`config.mk`:
```
export PLATFORM = sky130hd
export DESIGN_NAME = message_frame_deframer
export DESIGN_NICKNAME = d
export VERILOG_FILES = /design/src/hdl/mfd_pkg.sv /design/src/hdl/mfd_parser.sv /design/src/hdl/mfd_out_buf.sv /design/src/hdl/message_frame_deframer.sv
export SDC_FILE = /design/constraint.sdc
export NUM_CORES = 1
export LEC_CHECK = 0
export ABC_AREA = 1
export ABC_CLOCK_PERIOD_IN_PS = 91500
export BUFFER_PORTS_ARGS = -buffer_cell sky130_fd_sc_hd__buf_4
export CORE_ASPECT_RATIO = 2
export CORE_MARGIN = 2
export CORE_UTILIZATION = 40
export CTS_BUF_LIST = sky130_fd_sc_hd__clkbuf_16
export DETAILED_ROUTE_END_ITERATION = 16
export PLACE_DENSITY = 0.64
export SETUP_SLACK_MARGIN = 0.1
export SLEW_MARGIN = 5
export SYNTH_ARGS = -nofsm -noshare
export SYNTH_HDL_FRONTEND = slang
export SYNTH_SLANG_ARGS = --single-unit
```
`constraint.sdc`:
```
create_clock -name clk -period 91.5 [get_ports clk]
set_input_delay 13.725 -clock clk [delete_from_list [all_inputs] [get_ports clk]]
set_output_delay 13.725 -clock clk [all_outputs]
set_load 0.1 [all_outputs]
```
`src/hdl/mfd_pkg.sv`:
```
`default_nettype none

package mfd_pkg;

  typedef enum logic [2:0] {
    PH_CMD   = 3'd0,
    PH_FLAGS = 3'd1,
    PH_UID   = 3'd2,
    PH_STAMP = 3'd3,
    PH_DOWN  = 3'd4,
    PH_UP    = 3'd5,
    PH_LEN   = 3'd6,
    PH_BODY  = 3'd7
  } phase_t;

  localparam logic [15:0] FLAG_UID        = 16'h0020;
  localparam logic [15:0] FLAG_STAMP      = 16'h0010;
  localparam logic [15:0] FLAG_DOWN       = 16'h0008;
  localparam logic [15:0] FLAG_UP         = 16'h0004;
  localparam logic [15:0] FLAG_ENCRYPTED  = 16'h0002;
  localparam logic [15:0] FLAG_COMPRESSED = 16'h0001;

  localparam logic KIND_HEADER = 1'b0;
  localparam logic KIND_BODY   = 1'b1;

  typedef struct packed {
    logic        kind;
    logic [15:0] cmd_type;
    logic [15:0] flag_bits;
    logic [63:0] user_id;
    logic [63:0] time_stamp;
    logic [31:0] down_seq;
    logic [31:0] up_seq;
    logic [31:0] body_length;
    logic        is_deliver;
    logic [7:0]  body_byte;
    logic        last;
  } result_t;

  function automatic logic [3:0] mfd_field_len(input phase_t ph);
    logic [3:0] n;
    unique case (ph)
      PH_CMD, PH_FLAGS:           n = 4'd2;
      PH_UID, PH_STAMP:           n = 4'd8;
      PH_DOWN, PH_UP, PH_LEN:     n = 4'd4;
      default:                    n = 4'd0;
    endcase
    return n;
  endfunction

  function automatic phase_t mfd_next_phase(input phase_t from, input logic [15:0] flags);
    phase_t ph;
    if (from <= PH_UID && (flags & FLAG_UID) != 16'd0) begin
      ph = PH_UID;
    end else if (from <= PH_STAMP && (flags & FLAG_STAMP) != 16'd0) begin
      ph = PH_STAMP;
    end else if (from <= PH_DOWN && (flags & FLAG_DOWN) != 16'd0) begin
      ph = PH_DOWN;
    end else if (from <= PH_UP && (flags & FLAG_UP) != 16'd0) begin
      ph = PH_UP;
    end else begin
      ph = PH_LEN;
    end
    return ph;
  endfunction

endpackage

`default_nettype wire

```
`src/hdl/mfd_parser.sv`:
```
`default_nettype none

module mfd_parser (
  input  wire logic            clk,
  input  wire logic            rst,
  input  wire logic            cfg_wr_en,
  input  wire logic [15:0]     cfg_wr_data,
  input  wire logic            take,
  input  wire logic [7:0]      data_byte,
  input  wire logic            restart,
  output logic                 res_valid,
  output mfd_pkg::result_t     res
);
  import mfd_pkg::*;

  logic [15:0] deliver_cmd;
  phase_t      phase, phase_next;
  logic [3:0]  cnt, cnt_next;
  logic [15:0] cmd, cmd_next;
  logic [15:0] flags, flags_next;
  logic [63:0] uid, uid_next;
  logic [63:0] stamp, stamp_next;
  logic [31:0] down, down_next;
  logic [31:0] up, up_next;
  logic [31:0] len, len_next;
  logic [31:0] rem, rem_next;
  logic        dlv, dlv_next;
  logic [3:0]  cnt_inc;
  logic        field_done;
  logic        hit;

  always_ff @(posedge clk) begin
    if (rst) begin
      deliver_cmd <= 16'd0;
    end else if (cfg_wr_en) begin
      deliver_cmd <= cfg_wr_data;
    end
  end

  always_ff @(posedge clk) begin
    if (rst) begin
      phase <= PH_CMD;
      cnt   <= 4'd0;
      rem   <= 32'd0;
      dlv   <= 1'b0;
    end else begin
      phase <= phase_next;
      cnt   <= cnt_next;
      rem   <= rem_next;
      dlv   <= dlv_next;
    end
  end

  always_ff @(posedge clk) begin
    cmd   <= cmd_next;
    flags <= flags_next;
    uid   <= uid_next;
    stamp <= stamp_next;
    down  <= down_next;
    up    <= up_next;
    len   <= len_next;
  end

  always_comb begin
    phase_next = phase;
    cnt_next   = cnt;
    cmd_next   = cmd;
    flags_next = flags;
    uid_next   = uid;
    stamp_next = stamp;
    down_next  = down;
    up_next    = up;
    len_next   = len;
    rem_next   = rem;
    dlv_next   = dlv;
    cnt_inc    = cnt + 4'd1;
    field_done = cnt_inc == mfd_field_len(phase);
    hit        = cmd == deliver_cmd;

    res_valid       = 1'b0;
    res.kind        = KIND_HEADER;
    res.cmd_type    = cmd;
    res.flag_bits   = flags;
    res.user_id     = uid;
    res.time_stamp  = stamp;
    res.down_seq    = down;
    res.up_seq      = up;
    res.body_length = len;
    res.is_deliver  = hit;
    res.body_byte   = 8'd0;
    res.last        = 1'b0;

    if (take) begin
      if (restart) begin
        phase_next = PH_CMD;
        cnt_next   = 4'd0;
        rem_next   = 32'd0;
      end else if (phase == PH_BODY) begin
        rem_next = rem - 32'd1;
        if (rem == 32'd1) begin
          phase_next = PH_CMD;
          cnt_next   = 4'd0;
        end
        if (dlv) begin
          res_valid      = 1'b1;
          res.kind       = KIND_BODY;
          res.is_deliver = 1'b1;
          res.body_byte  = data_byte;
          res.last       = rem == 32'd1;
        end
      end else begin
        cnt_next = field_done ? 4'd0 : cnt_inc;
        case (phase)
          PH_CMD:   cmd_next   = {cmd[7:0], data_byte};
          PH_FLAGS: flags_next = {flags[7:0], data_byte};
          PH_UID:   uid_next   = {uid[55:0], data_byte};
          PH_STAMP: stamp_next = {stamp[55:0], data_byte};
          PH_DOWN:  down_next  = {down[23:0], data_byte};
          PH_UP:    up_next    = {up[23:0], data_byte};
          default:  len_next   = {len[23:0], data_byte};
        endcase
        if (field_done) begin
          unique case (phase)
            PH_CMD: begin
              phase_next = PH_FLAGS;
            end
            PH_FLAGS: begin
              uid_next   = 64'd0;
              stamp_next = 64'd0;
              down_next  = 32'd0;
              up_next    = 32'd0;
              len_next   = 32'd0;
              phase_next = mfd_next_phase(PH_UID, flags_next);
            end
            PH_UID, PH_STAMP, PH_DOWN, PH_UP: begin
              phase_next = mfd_next_phase(phase_t'(phase + 3'd1), flags);
            end
            default: begin
              res_valid       = 1'b1;
              res.body_length = len_next;
              res.last        = (len_next == 32'd0) || !hit;
              if (len_next == 32'd0) begin
                phase_next = PH_CMD;
              end else begin
                phase_next = PH_BODY;
                rem_next   = len_next;
                dlv_next   = hit;
              end
            end
          endcase
        end
      end
    end
  end

endmodule

`default_nettype wire

```
`src/hdl/mfd_out_buf.sv`:
```
`default_nettype none

module mfd_out_buf (
  input  wire logic              clk,
  input  wire logic              rst,
  input  wire logic              push,
  input  wire mfd_pkg::result_t  din,
  output logic                   full,
  output logic                   out_valid,
  input  wire logic              out_ready,
  output mfd_pkg::result_t       dout
);
  import mfd_pkg::*;

  logic [1:0] count, count_next;
  result_t    s0, s1;
  logic       pop;

  assign pop       = out_valid && out_ready;
  assign out_valid = count != 2'd0;
  assign full      = count == 2'd2;
  assign dout      = s0;

  always_comb begin
    count_next = count;
    if (push && !pop) begin
      count_next = count + 2'd1;
    end else if (pop && !push) begin
      count_next = count - 2'd1;
    end
  end

  always_ff @(posedge clk) begin
    if (rst) begin
      count <= 2'd0;
    end else begin
      count <= count_next;
    end
  end

  always_ff @(posedge clk) begin
    if (push && (count == 2'd0 || (pop && count == 2'd1))) begin
      s0 <= din;
    end else if (pop) begin
      s0 <= s1;
    end
    if (push && !pop && count == 2'd1) begin
      s1 <= din;
    end
  end

`ifndef SYNTHESIS
  a_count_range: assert property (@(posedge clk) disable iff (rst) count != 2'd3)
    else $error("result buffer count out of range");
  a_no_push_full: assert property (@(posedge clk) disable iff (rst) push |-> !full)
    else $error("result pushed into full buffer");
  a_pop_drains: assert property (@(posedge clk) disable iff (rst)
    (pop && !push) |=> count == $past(count) - 2'd1)
    else $error("buffer count did not drop on pop");
`endif

endmodule

`default_nettype wire

```
`src/hdl/message_frame_deframer.sv`:
```
// Channel  Handshake               Payload
// in       in_valid / in_ready     data_byte, restart
// out      out_valid / out_ready   kind .. last (one per header, one per delivered body byte)
// cfg      cfg_wr_en               cfg_wr_data -> deliver_cmd
//
// One byte per cycle while in_ready is high; the parser updates its state in the cycle the byte is taken.
// A result is pushed into the result buffer as its byte is accepted and is held there from the next cycle.
// A two-entry result buffer keeps in_ready high while one result waits.
// in_ready drops only when both buffer entries are held.
// Reset is synchronous: parser returns to the command field, deliver_cmd to 0.
`default_nettype none

module message_frame_deframer (
  input  wire logic        clk,
  input  wire logic        rst,
  input  wire logic        cfg_wr_en,
  input  wire logic [15:0] cfg_wr_data,
  input  wire logic        in_valid,
  output logic             in_ready,
  input  wire logic [7:0]  data_byte,
  input  wire logic        restart,
  output logic             out_valid,
  input  wire logic        out_ready,
  output logic             kind,
  output logic [15:0]      cmd_type,
  output logic [15:0]      flag_bits,
  output logic [63:0]      user_id,
  output logic [63:0]      time_stamp,
  output logic [31:0]      down_seq,
  output logic [31:0]      up_seq,
  output logic [31:0]      body_length,
  output logic             is_deliver,
  output logic [7:0]       body_byte,
  output logic             last
);
  import mfd_pkg::*;

  logic    take;
  logic    res_valid;
  logic    full;
  result_t res;
  result_t dout;

  assign in_ready = !full;
  assign take     = in_valid && in_ready;

  mfd_parser u_parser (
    .clk         (clk),
    .rst         (rst),
    .cfg_wr_en   (cfg_wr_en),
    .cfg_wr_data (cfg_wr_data),
    .take        (take),
    .data_byte   (data_byte),
    .restart     (restart),
    .res_valid   (res_valid),
    .res         (res)
  );

  mfd_out_buf u_out_buf (
    .clk       (clk),
    .rst       (rst),
    .push      (res_valid),
    .din       (res),
    .full      (full),
    .out_valid (out_valid),
    .out_ready (out_ready),
    .dout      (dout)
  );

  assign kind        = dout.kind;
  assign cmd_type    = dout.cmd_type;
  assign flag_bits   = dout.flag_bits;
  assign user_id     = dout.user_id;
  assign time_stamp  = dout.time_stamp;
  assign down_seq    = dout.down_seq;
  assign up_seq      = dout.up_seq;
  assign body_length = dout.body_length;
  assign is_deliver  = dout.is_deliver;
  assign body_byte   = dout.body_byte;
  assign last        = dout.last;

endmodule

`default_nettype wire
```
==> results.md <==
* Slowest CP cell: nor2_4
* Drt first pass iters at 5
* I/O Buffers at between 200 and 300
* Die Y at roughly 430 um
* Grt met2 use at between 30% and 40%
* Synth Net Count at approximately 3300
* Mean Syn Cell Area at between 10 and 15 um^2
* Clk network pwr share at about 36%
* Clk_lat worst skew at 0.65 ns
* Final hold vios at 0
* Hold buffers post-CTS at 0
* Core area at a little under 0.09 mm^2
* Post-route ant nets at 0
* Tmin final at about 19 ns
* Vias post-DR at 23800
* CP max FO at approximately 150
* Setup CP Type: in -> reg
* Clock Sinks at about 850
* Met1 Usage GRT at about a quarter
* Number of synthesized flops with an enable pin at 790
* Wire length per cell at 19.6 um
* Post-Syn Area at about 0.035 mm^2
* Max Cap Viol at 0
* CTS clk-pin slew, worst paths at 0.07 ns
* H-Tree Level Count at 3
* HP Class: reg -> reg
* Initial DRC Count at roughly 1700
* Yosys warnings at 0
* CTS tree: built
* Pwr Total at between 0.9 and 1 mW
* Antenna diodes at 0
* Most frequent cells in the layout: 1228 x nand2_1, 790 x edfxtp_1, 327 x buf_4
* Setup Fix Bufs, Post-CTS at 0
* Max VDD drop at roughly 0.018 mV
* First-pass GRT wire length at around 140 mm
* Sw power at roughly 0.26 mW
* Ys flop type: edfxtp_1
* CTS resizes at 0
* CTS max path bufs at 3
* DRC errors left at 0
* Starting density of the core at between 40% and 50%
* RePlAce Congestion at 0.903
* Post-synth ARST share at 0%
* Gate power share at 13.6%
* CTS buffer count at 77
* Root Buffer: clkbuf_16
* RSZ-0062 raised after global routing: no
* Pleak at about 16 nW
* CP Capture Type: register
* Vias in the first global route at between 20000 and 25000
* CP required at 91.86 ns
* Switching power share of the total at ~28%
* Initial antenna violation count at 0
* Seq pwr share at approximately 50%
* Setup_tns at 0 ns
* Internal Pwr Total at ~0.65 mW
* Fin. max-slew vios at 0
* P&R area growth vs syn at 16.2%
* # rows at between 150 and 200
* R2R Setup Slk at 84.20 ns
* Fraction of layout cells with a size suffix above 1 at 13.1%
* Gate Count Post-Synth at ~3300
* DRT Wirelength at roughly 93 mm
* Status: complete, no violations
* #FFs+latches synth at 848
* Type of origin of the critical path: input port
* IO Count at 299
* Global route total overflow at 0
* Largest net degree at the start of global routing at around 170
* CP arrival at slightly below 20 ns
* Global Route Usage Sum at 20.3%
* Grt peak-use layer: met2
* Count of different cell masters after synthesis at 39
* Worst-case clock skew at between 0.02 and 0.025 ns
* Final #Nets at between 3000 and 4000
* Die area at ~0.091 mm^2
* Worst-path cell chain: buf_4 > nor2_1 > buf_4 > clkinv_1 > nor2_4 > inv_1 > nor2_4 > buf_4 > nand2_1 > nand2_1 > inv_2 > nor2_4 > buf_4 > inv_8 > buf_4 > buf_4 > nand2_1 > o21ai_0
* M3 GR Usage at about 3.7%
* Most common cell after layout, fill and taps aside: nand2_1
* CP peak stage delay at around 0.75 ns
* Slew margin rel. at 23.4%
* Sequential element share of the synthesized area at around 70%
* HPWL Detailed at ~60 mm
* Worst slew pin tran at 1.15 ns
* Pwr/cell area at 22.0 mW/mm^2
* Vias per inst at 5.01
* Most used cell, CP: buf_4
* Final Setup Violations at 0
* Final period util at 20.9%
* Fmax at 52.2 MHz
* Die width at between 200 and 250 um
-- Yosys cell counts, drive strengths merged, types with 4 or more instances --
master / number / area (um^2)
ha: 15 / 188
inv: 190 / 716
nand4: 5 / 31.3
a211oi: 21 / 158
o21ai: 126 / 634
o22ai: 12 / 75.1
nor2: 189 / 719
clkbuf: 110 / 413
nand2: 1236 / 4670
buf: 70 / 387
xnor2: 14 / 123
a22oi: 4 / 30.0
a21oi: 214 / 1070
dfxtp: 58 / 1160
xor2: 26 / 228
nand3: 170 / 856
nor3: 10 / 50.1
nand3b: 17 / 128
edfxtp: 790 / 23700
-- final cells by class --
type | count | area, um^2
Fill cell | 8189 | 46800
Sequential cell | 848 | 24900
Multi-Input combinational cell | 2072 | 9110
Timing Repair Buffer | 329 | 2490
Clock buffer | 79 | 1980
Tap cell | 1170 | 1460
Inverter | 192 | 738
Clock inverter | 57 | 538
-- final timing paths --
check                            startpoint                       endpoint  cells past startpoint
max                                 restart  u_out_buf.dout[236]$_DFFE_PP_                     18
min            u_parser.flags[13]$_DFFE_PP_    u_out_buf.s1[247]$_DFFE_PP_                      0
max reg2reg  u_parser.phase[2]$_SDFFE_PP0P_  u_out_buf.dout[236]$_DFFE_PP_                     19
min reg2reg    u_parser.flags[13]$_DFFE_PP_    u_out_buf.s1[247]$_DFFE_PP_                      0
-- flip-flops by register name (all words and copies together) (netlist names) --
signal and cells:
u_out_buf.s1 267, u_parser.stamp 64, u_parser.down 32, u_parser.up 32, u_parser.dlv 1, u_out_buf.dout 267, u_parser.phase 3, u_out_buf.count 2
u_parser.cmd 16, u_parser.cnt 4, u_parser.rem 32, u_parser.deliver_cmd 16, u_parser.flags 16, u_parser.len 32, u_parser.uid 64
-- power groups by stage --
| stage | combinational, mW | clock [mW] | sequential (mW) |
|---|---|---|---|
| after floorplan | 0.0411 | 0 | 0.523 |
| after detailed placement | 0.124 | 0 | 0.464 |
| final | 0.123 | 0.329 | 0.456 |
| after global placement | 0.123 | 0 | 0.464 |
| after global routing | 0.131 | 0.351 | 0.458 |
| after CTS | 0.124 | 0.338 | 0.456 |
-- per-layer routing --
layer / part of all wire [%] / vias up
li1: - / 11500
met1: 40 / 11400
met5: 0 / -
met2: 51 / 697
met4: 4.6 / 0
met3: 5.0 / 184
-- through the flow --
step	util (%)	setup slack (ns)	cells	instance area, um^2	hold slack [ns]
after CTS	46.8	72.43	4747	41200	0.450
after detailed placement	43.9	71.73	4611	38700	0.439
final	46.8	72.36	4747	41200	0.449
after global placement	43.9	71.77	4611	38700	0.433
after global routing	46.8	71.91	4747	41200	0.463
after floorplan	-	46.78	3292	35500	0.424
-- cell families (layout without fill, tap and decap cells) --
group | after synthesis | in the layout | share of synthesized area [%]
buf+inv | 372 | 657 | 4.29
simple gates | 1637 | 1637 | 18.4
compound gates | 380 | 380 | 5.62
xor+xnor | 40 | 40 | 0.988
fa+ha+maj | 15 | 15 | 0.529
flops | 848 | 848 | 70.2
-- worst max-delay path: cells and delay by family --
family                 cells  cell delay [ns]
buffers and inverters     10             3.70
and+or+nand+nor            7             1.65
AOI/OAI and AO/OA          1             0.10
Note: power is estimated with default switching activity, not from simulation.
